===== config.mk =====
export PLATFORM = sky130hd
export DESIGN_NAME = heart_rate_interval_averager_unit
export DESIGN_NICKNAME = d
export VERILOG_FILES = /design/src/sv/hria_pkg.sv /design/src/sv/hria_div.sv /design/src/sv/heart_rate_interval_averager_unit.sv
export SDC_FILE = /design/constraint.sdc
export NUM_CORES = 1
export LEC_CHECK = 0
export BUFFER_PORTS_ARGS = -buffer_cell sky130_fd_sc_hd__buf_2
export CORE_ASPECT_RATIO = 0.6
export CORE_UTILIZATION = 25
export CTS_CLUSTER_SIZE = 25
export DETAILED_ROUTE_END_ITERATION = 8
export GPL_ROUTABILITY_DRIVEN = 0
export PLACE_DENSITY_LB_ADDON = 0.3
export SLEW_MARGIN = 20
export SYNTH_ARGS = -nofsm -noshare
export SYNTH_HDL_FRONTEND = slang
export SYNTH_SLANG_ARGS = --single-unit

===== constraint.sdc =====
create_clock -name clock -period 8.6 [get_ports clock]
set_input_delay 0.86 -clock clock [delete_from_list [all_inputs] [get_ports clock]]
set_output_delay 0.86 -clock clock [all_outputs]
set_load 0.005 [all_outputs]

===== src/sv/hria_pkg.sv =====
package hria_pkg;

   localparam int SAMPLE_BITS   = 18;
   localparam int TIME_W        = 32;
   localparam int TIMEOUT_W     = 16;
   localparam int RATE_W        = 8;
   localparam int BPM_W         = 9;
   localparam int HISTORY_DEPTH = 4;
   localparam int HIST_IDX_W    = (HISTORY_DEPTH > 1) ? $clog2(HISTORY_DEPTH) : 1;
   localparam int FILL_W        = $clog2(HISTORY_DEPTH + 1);
   localparam int HIST_SUM_W    = RATE_W + HIST_IDX_W;

   localparam int DIV_W         = 16;
   localparam int DIV_CNT_W     = $clog2(DIV_W);

   localparam int CSR_INDEX_W   = 4;
   localparam int CSR_DATA_W    = SAMPLE_BITS;

   localparam logic [CSR_INDEX_W-1:0] CSR_FINGER_THRESHOLD = CSR_INDEX_W'(0);
   localparam logic [CSR_INDEX_W-1:0] CSR_BEAT_TIMEOUT_MS  = CSR_INDEX_W'(1);
   localparam logic [CSR_INDEX_W-1:0] CSR_RATE_MIN         = CSR_INDEX_W'(2);
   localparam logic [CSR_INDEX_W-1:0] CSR_RATE_MAX         = CSR_INDEX_W'(3);

   localparam logic [SAMPLE_BITS-1:0] FINGER_THRESHOLD_RST = SAMPLE_BITS'(10000);
   localparam logic [TIMEOUT_W-1:0]   BEAT_TIMEOUT_RST     = TIMEOUT_W'(3000);
   localparam logic [RATE_W-1:0]      RATE_MIN_RST         = RATE_W'(40);
   localparam logic [RATE_W-1:0]      RATE_MAX_RST         = RATE_W'(200);

   localparam logic [DIV_W-1:0]       MS_PER_MINUTE        = DIV_W'(60000);
   localparam logic signed [BPM_W-1:0] BPM_NONE            = '1;

   typedef struct packed {
      logic [SAMPLE_BITS-1:0] ir_level;
      logic                   beat_seen;
      logic [TIME_W-1:0]      time_ms;
   } hria_req_type;

   typedef struct packed {
      logic signed [BPM_W-1:0] rate_bpm;
      logic                    finger_present;
   } hria_rsp_type;

endpackage


===== src/sv/hria_div.sv =====
module hria_div
   import hria_pkg::*;
(
   input  logic              clock,
   input  logic              reset,
   input  logic              start,
   input  logic [DIV_W-1:0]  dividend,
   input  logic [TIME_W-1:0] divisor,
   output logic              done,
   output logic [DIV_W-1:0]  quotient,
   output logic [DIV_W-1:0]  remainder
);

   logic [DIV_W-1:0]     dvd_ff, dvd_in;
   logic [DIV_W-1:0]     rem_ff, rem_in;
   logic [DIV_W:0]       dvs_ff, dvs_in;
   logic                 big_ff, big_in;
   logic [DIV_CNT_W-1:0] cnt_ff, cnt_in;
   logic                 busy_ff, busy_in;
   logic                 done_ff, done_in;

   logic [DIV_W:0]       trial;
   logic [DIV_W:0]       diff;
   logic                 fits;

   assign trial = {rem_ff, dvd_ff[DIV_W-1]};
   assign diff  = trial - dvs_ff;
   assign fits  = !big_ff && (trial >= dvs_ff);

   always_comb begin
      dvd_in  = dvd_ff;
      rem_in  = rem_ff;
      dvs_in  = dvs_ff;
      big_in  = big_ff;
      cnt_in  = cnt_ff;
      busy_in = busy_ff;
      done_in = 1'b0;
      if (start) begin
         dvd_in  = dividend;
         rem_in  = '0;
         dvs_in  = divisor[DIV_W:0];
         big_in  = |divisor[TIME_W-1:DIV_W+1];
         cnt_in  = '0;
         busy_in = 1'b1;
      end else if (busy_ff) begin
         // shift one quotient bit in per cycle
         dvd_in = {dvd_ff[DIV_W-2:0], fits};
         rem_in = fits ? diff[DIV_W-1:0] : trial[DIV_W-1:0];
         cnt_in = cnt_ff + DIV_CNT_W'(1);
         if (cnt_ff == DIV_CNT_W'(DIV_W - 1)) begin
            busy_in = 1'b0;
            done_in = 1'b1;
         end
      end
   end

   always_ff @(posedge clock) begin
      dvd_ff <= dvd_in;
      rem_ff <= rem_in;
      dvs_ff <= dvs_in;
      big_ff <= big_in;
      if (reset) begin
         cnt_ff  <= '0;
         busy_ff <= 1'b0;
         done_ff <= 1'b0;
      end else begin
         cnt_ff  <= cnt_in;
         busy_ff <= busy_in;
         done_ff <= done_in;
      end
   end

   assign done      = done_ff;
   assign quotient  = dvd_ff;
   assign remainder = rem_ff;

endmodule


===== src/sv/heart_rate_interval_averager_unit.sv =====
// channel | ports                              | direction | moves
// --------+------------------------------------+-----------+--------------------------
// req     | req_valid, req_stall, req_data     | in        | one sample word
// rsp     | rsp_valid, rsp_stall, rsp_data     | out       | one rate word per sample
// csr     | csr_we, csr_index, csr_wdata       | in        | register write, no wait
//
// One sample at a time. A sample with no finger or no beat, or a first or zero-interval
// beat, passes through the evaluate and emit states to rsp_valid; a beat sent to the bit-serial divider
// makes one divider pass if its rate is rejected and two if kept (passes: rate, then mean).
// A new sample is taken once the result is in the output register.
// Reset is synchronous and restores register defaults and clears the estimate.
// rsp_stall holds the output word; a second result waits until it drains.
module heart_rate_interval_averager_unit
   import hria_pkg::*;
(
   input  logic                   clock,
   input  logic                   reset,
   input  logic                   req_valid,
   output logic                   req_stall,
   input  hria_req_type           req_data,
   output logic                   rsp_valid,
   input  logic                   rsp_stall,
   output hria_rsp_type           rsp_data,
   input  logic                   csr_we,
   input  logic [CSR_INDEX_W-1:0] csr_index,
   input  logic [CSR_DATA_W-1:0]  csr_wdata
);

   typedef enum logic [2:0] {
      ST_IDLE,
      ST_EVAL,
      ST_RATE,
      ST_SUM,
      ST_MEAN,
      ST_EMIT
   } state_type;

   state_type               state_ff, state_in;
   hria_req_type            smp_ff, smp_in;
   logic                    fin_ff, fin_in;

   logic [SAMPLE_BITS-1:0]  thr_ff, thr_in;
   logic [TIMEOUT_W-1:0]    tmo_ff, tmo_in;
   logic [RATE_W-1:0]       rmin_ff, rmin_in;
   logic [RATE_W-1:0]       rmax_ff, rmax_in;

   logic [RATE_W-1:0]       hist_ff [HISTORY_DEPTH];
   logic [RATE_W-1:0]       hist_in [HISTORY_DEPTH];
   logic [HIST_IDX_W-1:0]   slot_ff, slot_in;
   logic [FILL_W-1:0]       filled_ff, filled_in;
   logic [TIME_W-1:0]       last_ff, last_in;
   logic                    ref_ff, ref_in;
   logic signed [BPM_W-1:0] stable_ff, stable_in;

   logic                    rsp_valid_ff, rsp_valid_in;
   hria_rsp_type            rsp_data_ff, rsp_data_in;

   logic                    div_start;
   logic [DIV_W-1:0]        div_dividend;
   logic [TIME_W-1:0]       div_divisor;
   logic                    div_done;
   logic [DIV_W-1:0]        div_quo;
   logic [DIV_W-1:0]        div_rem;

   logic [TIME_W-1:0]       interval;
   logic [HIST_SUM_W-1:0]   hist_sum;
   logic                    rate_ok;

   hria_div u_div (
      .clock     (clock),
      .reset     (reset),
      .start     (div_start),
      .dividend  (div_dividend),
      .divisor   (div_divisor),
      .done      (div_done),
      .quotient  (div_quo),
      .remainder (div_rem)
   );

   assign interval = smp_ff.time_ms - last_ff;

   always_comb begin
      hist_sum = '0;
      for (int k = 0; k < HISTORY_DEPTH; k++) begin
         hist_sum = hist_sum + HIST_SUM_W'(hist_ff[k]);
      end
   end

   assign rate_ok = (div_quo >= DIV_W'(rmin_ff)) &&
                    ((div_quo < DIV_W'(rmax_ff)) ||
                     ((div_quo == DIV_W'(rmax_ff)) && (div_rem == '0)));

   always_comb begin
      state_in     = state_ff;
      smp_in       = smp_ff;
      fin_in       = fin_ff;
      thr_in       = thr_ff;
      tmo_in       = tmo_ff;
      rmin_in      = rmin_ff;
      rmax_in      = rmax_ff;
      hist_in      = hist_ff;
      slot_in      = slot_ff;
      filled_in    = filled_ff;
      last_in      = last_ff;
      ref_in       = ref_ff;
      stable_in    = stable_ff;
      rsp_valid_in = rsp_valid_ff && rsp_stall;
      rsp_data_in  = rsp_data_ff;
      div_start    = 1'b0;
      div_dividend = MS_PER_MINUTE;
      div_divisor  = interval;

      unique case (state_ff)
         ST_IDLE: begin
            if (req_valid) begin
               smp_in   = req_data;
               state_in = ST_EVAL;
            end
         end
         ST_EVAL: begin
            fin_in   = (smp_ff.ir_level >= thr_ff);
            state_in = ST_EMIT;
            if (!fin_in || (!smp_ff.beat_seen && ref_ff &&
                            (interval > TIME_W'(tmo_ff)))) begin
               // drop the estimate
               for (int k = 0; k < HISTORY_DEPTH; k++) begin
                  hist_in[k] = '0;
               end
               slot_in   = '0;
               filled_in = '0;
               last_in   = '0;
               ref_in    = 1'b0;
               stable_in = BPM_NONE;
            end else if (smp_ff.beat_seen) begin
               last_in = smp_ff.time_ms;
               ref_in  = 1'b1;
               if (ref_ff && (interval != '0)) begin
                  div_start = 1'b1;
                  state_in  = ST_RATE;
               end
            end
         end
         ST_RATE: begin
            if (div_done) begin
               if (rate_ok) begin
                  hist_in[slot_ff] = div_quo[RATE_W-1:0];
                  slot_in = (slot_ff == HIST_IDX_W'(HISTORY_DEPTH - 1)) ?
                            '0 : slot_ff + HIST_IDX_W'(1);
                  if (filled_ff != FILL_W'(HISTORY_DEPTH)) begin
                     filled_in = filled_ff + FILL_W'(1);
                  end
                  state_in = ST_SUM;
               end else begin
                  state_in = ST_EMIT;
               end
            end
         end
         ST_SUM: begin
            div_start    = 1'b1;
            div_dividend = DIV_W'(hist_sum);
            div_divisor  = TIME_W'(filled_ff);
            state_in     = ST_MEAN;
         end
         ST_MEAN: begin
            if (div_done) begin
               stable_in = {1'b0, div_quo[RATE_W-1:0]};
               state_in  = ST_EMIT;
            end
         end
         ST_EMIT: begin
            if (!rsp_valid_ff || !rsp_stall) begin
               rsp_valid_in               = 1'b1;
               rsp_data_in.rate_bpm       = stable_ff;
               rsp_data_in.finger_present = fin_ff;
               state_in                   = ST_IDLE;
            end
         end
         default: state_in = ST_IDLE;
      endcase

      if (csr_we) begin
         unique case (csr_index)
            CSR_FINGER_THRESHOLD: thr_in  = csr_wdata[SAMPLE_BITS-1:0];
            CSR_BEAT_TIMEOUT_MS:  tmo_in  = csr_wdata[TIMEOUT_W-1:0];
            CSR_RATE_MIN:         rmin_in = csr_wdata[RATE_W-1:0];
            CSR_RATE_MAX:         rmax_in = csr_wdata[RATE_W-1:0];
            default: ;
         endcase
      end
   end

   always_ff @(posedge clock) begin
      smp_ff      <= smp_in;
      fin_ff      <= fin_in;
      rsp_data_ff <= rsp_data_in;
      if (reset) begin
         state_ff     <= ST_IDLE;
         thr_ff       <= FINGER_THRESHOLD_RST;
         tmo_ff       <= BEAT_TIMEOUT_RST;
         rmin_ff      <= RATE_MIN_RST;
         rmax_ff      <= RATE_MAX_RST;
         for (int k = 0; k < HISTORY_DEPTH; k++) begin
            hist_ff[k] <= '0;
         end
         slot_ff      <= '0;
         filled_ff    <= '0;
         last_ff      <= '0;
         ref_ff       <= 1'b0;
         stable_ff    <= BPM_NONE;
         rsp_valid_ff <= 1'b0;
      end else begin
         state_ff     <= state_in;
         thr_ff       <= thr_in;
         tmo_ff       <= tmo_in;
         rmin_ff      <= rmin_in;
         rmax_ff      <= rmax_in;
         hist_ff      <= hist_in;
         slot_ff      <= slot_in;
         filled_ff    <= filled_in;
         last_ff      <= last_in;
         ref_ff       <= ref_in;
         stable_ff    <= stable_in;
         rsp_valid_ff <= rsp_valid_in;
      end
   end

   assign req_stall = (state_ff != ST_IDLE);
   assign rsp_valid = rsp_valid_ff;
   assign rsp_data  = rsp_data_ff;

   a_accept_busy: assert property (@(posedge clock) disable iff (reset)
      req_valid && !req_stall |=> req_stall)
      else $error("sample accepted but block not busy");

   a_rsp_from_emit: assert property (@(posedge clock) disable iff (reset)
      $rose(rsp_valid) |-> $past(state_ff == ST_EMIT))
      else $error("result word appeared outside emit");

   a_stable_range: assert property (@(posedge clock) disable iff (reset)
      (stable_ff == BPM_NONE) || !stable_ff[BPM_W-1])
      else $error("estimate out of range");

   a_filled_bound: assert property (@(posedge clock) disable iff (reset)
      filled_ff <= FILL_W'(HISTORY_DEPTH))
      else $error("history fill count overflow");

   a_empty_no_rate: assert property (@(posedge clock) disable iff (reset)
      (filled_ff == '0) && (state_ff != ST_MEAN) |-> (stable_ff == BPM_NONE))
      else $error("estimate present with empty history");

endmodule


==> flow_metrics.tcl <==
set metrics [dict create \
    outcome "finished clean" \
    worst_slew_pin_slew_ps 1050 \
    fin_crit_sh 0.623 \
    ant_nets 0 \
    cts_hold_buffers 0 \
    p_per_area_nw_per_um2 226 \
    drtPass1Iterations 5 \
    multiInputGateArea_um2 7090 \
    min_path_cells 0 \
    final_common_cell "nand2_1" \
    seqPwrFrac 0.393 \
    drc 0 \
    critPathLaunchType "flip-flop" \
    initialDrtViolationCount 629 \
    diodes 0 \
    routed_wl_um 33900 \
    hpwl_um 25200 \
    p_sw_frac 0.309 \
    cts_buffers 28 \
    dieArea_um2 56100 \
    fmax_mhz 187 \
    internal_power_w 0.00249 \
    syn_area_per_cell_um2 9.53 \
    final.setup.tns_ps 0 \
    io_pins 90 \
    routedWlPerCell_um 15.0 \
    die_width_um 305 \
    synth_cells 1446 \
    maxCapViolations 0 \
    yosysSeqAreaShare 0.434 \
    comb_power_share 0.252 \
    layout-drive-gt1-share 0.126 \
    antenna_found_initial 0 \
    fin_crit_ps 5350 \
    seq_area_um2 5990 \
    final_util 0.294 \
    die_height_um 184 \
    yosys_warnings 0 \
    clock-root-buffer "clkbuf_16" \
    skew_ps 25.9 \
    crit_path_max_fanout 14 \
    htree_num_levels 1 \
    p_clk_frac 0.356 \
    p_leak_nw 6.34 \
    p_switching_w 0.00112 \
    nets 1730 \
    cts_sinks 251 \
    grt_usage 0.121 \
    portBuffers 89 \
    clkLatencyLatePin_ps 570 \
    ir_drop_uv 174 \
    setup_ws_ps 3250 \
    synth_area_um2 13800 \
    crit_start "smp_ff[0]" \
    synth_ff_type "dfxtp_1" \
    synth-seq-cells 251 \
    initial_core_util 0.254 \
    grt_pass1_wl_um 55400 \
    crit_required_ps 9090 \
    synth-edff-count 96 \
    tritoncts "done" \
    final_cell_mix "nand2_1, dfxtp_1, inv_1, ha_1, nor2_1" \
    grt_max_degree 62 \
    r2r_cells 20 \
    synth_nets 1656 \
    clock_path_buffers 3 \
    row_count 66 \
    dpl_worst_slack_ps 3230 \
    area_growth_pct 15.7 \
    hold_path_class "flip-flop to flip-flop" \
    vias 10400 \
    post_cts_buffers 0 \
    cp.arrival_ps 5850 \
    design.core.area_um2 54300 \
    slew_headroom 0.299 \
    r2r-start "smp_ff[0]" \
    clk_pin_slew_ps 60 \
    postSynth.asyncResetShare 0 \
    fill_cells 5684 \
    synth_cell_type_count 80 \
    worstHoldStart "fin_ff" \
    maxSlewViolCount 0 \
    path_class "flip-flop to flip-flop" \
    overflow 0 \
    avgViaCountPerCell 4.61 \
    hold_viol 0 \
    grt_pass1_vias 10100 \
    endpoint_kind "flip-flop" \
    ctsResizeCount 0 \
    setup_viol 0 \
    rsz0062_at_grt "no" \
]
## Yosys cell counts (all sizes together), types with 6 or more instances
cell type | number | area [um^2]
nor2 | 101 | 387
inv | 125 | 469
fa | 18 | 360
a21oi | 95 | 479
nor3 | 24 | 140
and3 | 11 | 68.8
a31oi | 6 | 37.5
dfxtp | 155 | 3100
nand2b | 12 | 75.1
nand2 | 194 | 744
a21o | 28 | 210
nand3 | 22 | 110
a22o | 38 | 333
and2 | 18 | 113
mux2i | 38 | 380
xor2 | 13 | 114
xnor2 | 24 | 210
ha | 114 | 1430
a21boi | 8 | 60.1
buf | 10 | 83.8
or3 | 10 | 62.6
edfxtp | 96 | 2880
nor4 | 7 | 50.1
a211oi | 20 | 215
nor2b | 12 | 75.1
nand4 | 16 | 106
o211ai | 20 | 150
o21a | 17 | 128
clkbuf | 44 | 166
o21ai | 80 | 408
## layer usage
metal | up-vias | share of wire | global-route usage
met4 | 0 | 0.019 | 0.0245
met5 | - | 0 | 0
met2 | 167 | 0.42 | 0.185
met3 | 39 | 0.039 | 0.0186
li1 | 5263 | - | -
met1 | 4921 | 0.52 | 0.180
## registers in the layout (all words and copies together) (netlist names), 8 cells and up
register and count:
u_div.remainder 16, tmo_ff 16, rsp_data 10, hist_ff 32
last_ff 32, thr_ff 18, u_div.dvs_ff 17, u_div.quotient 16
stable_ff 9, rmax_ff 8, smp_ff 51, rmin_ff 8
## power by group through the flow
stage | Combinational [W] | Sequential [W] | Clock, W
4_1_cts | 0.000903 | 0.00141 | 0.00133
6_report | 0.000907 | 0.00142 | 0.00128
5_1_grt | 0.00102 | 0.00143 | 0.00138
3_5_place_dp | 0.000897 | 0.00144 | 0
3_3_place_gp | 0.000883 | 0.00144 | 0
2_1_floorplan | 0.000694 | 0.00141 | 0
## critical path, stage by stage, from the launching register on
cell,delay [ps]
edfxtp_1,380
inv_1,80
ha_1,170
inv_1,60
fa_1,410
a21o_1,200
a22o_1,240
o31ai_4,360
nor3_1,110
or2_2,290
xor2_1,180
ha_1,320
nand4_1,130
nor2_1,140
nand4_1,100
or3_1,310
a211oi_1,340
nand4bb_1,200
o21ai_2,650
a21oi_1,390
o21ai_0,240
## stage by stage
stage	hold slack (ps)	power, W	area (um^2)	instances
global route	430	0.00382	16000	2256
finish	427	0.00361	16000	2256
detailed placement	426	0.00234	15000	2204
CTS	431	0.00364	16000	2256
global placement	426	0.00232	15000	2204
floorplan	400	0.00210	13800	1446
## cells by family after synthesis
| group | count (synthesis) | synth area share |
|---|---|---|
| and+or+nand+nor | 449 | 0.154 |
| DFF | 251 | 0.434 |
| adders and majority gates | 132 | 0.130 |
| AOI/OAI and AO/OA | 355 | 0.175 |
| xor gates and xnor gates | 37 | 0.0235 |
| buffers and inverters | 179 | 0.0522 |
| muxes | 43 | 0.0317 |
## layout make-up
cell class                      instances  share of cell area
Clock inverter                          9             0.00706
Inverter                              125              0.0294
Clock buffer                           43              0.0558
Sequential cell                       251               0.375
Multi-Input combinational cell       1016               0.444
Timing Repair Buffer                   98              0.0321
Tap cell                              714              0.0560
## worst paths after layout
| check | end | slack [ps] |
|---|---|---|
| setup reg to reg | hist_ff[18] | 3250 |
| setup / recovery | hist_ff[18] | 3250 |
| hold / removal | rsp_data[0] | 430 |
| hold reg to reg | rsp_data[0] | 430 |
Power figures use the tool's default switching activity.
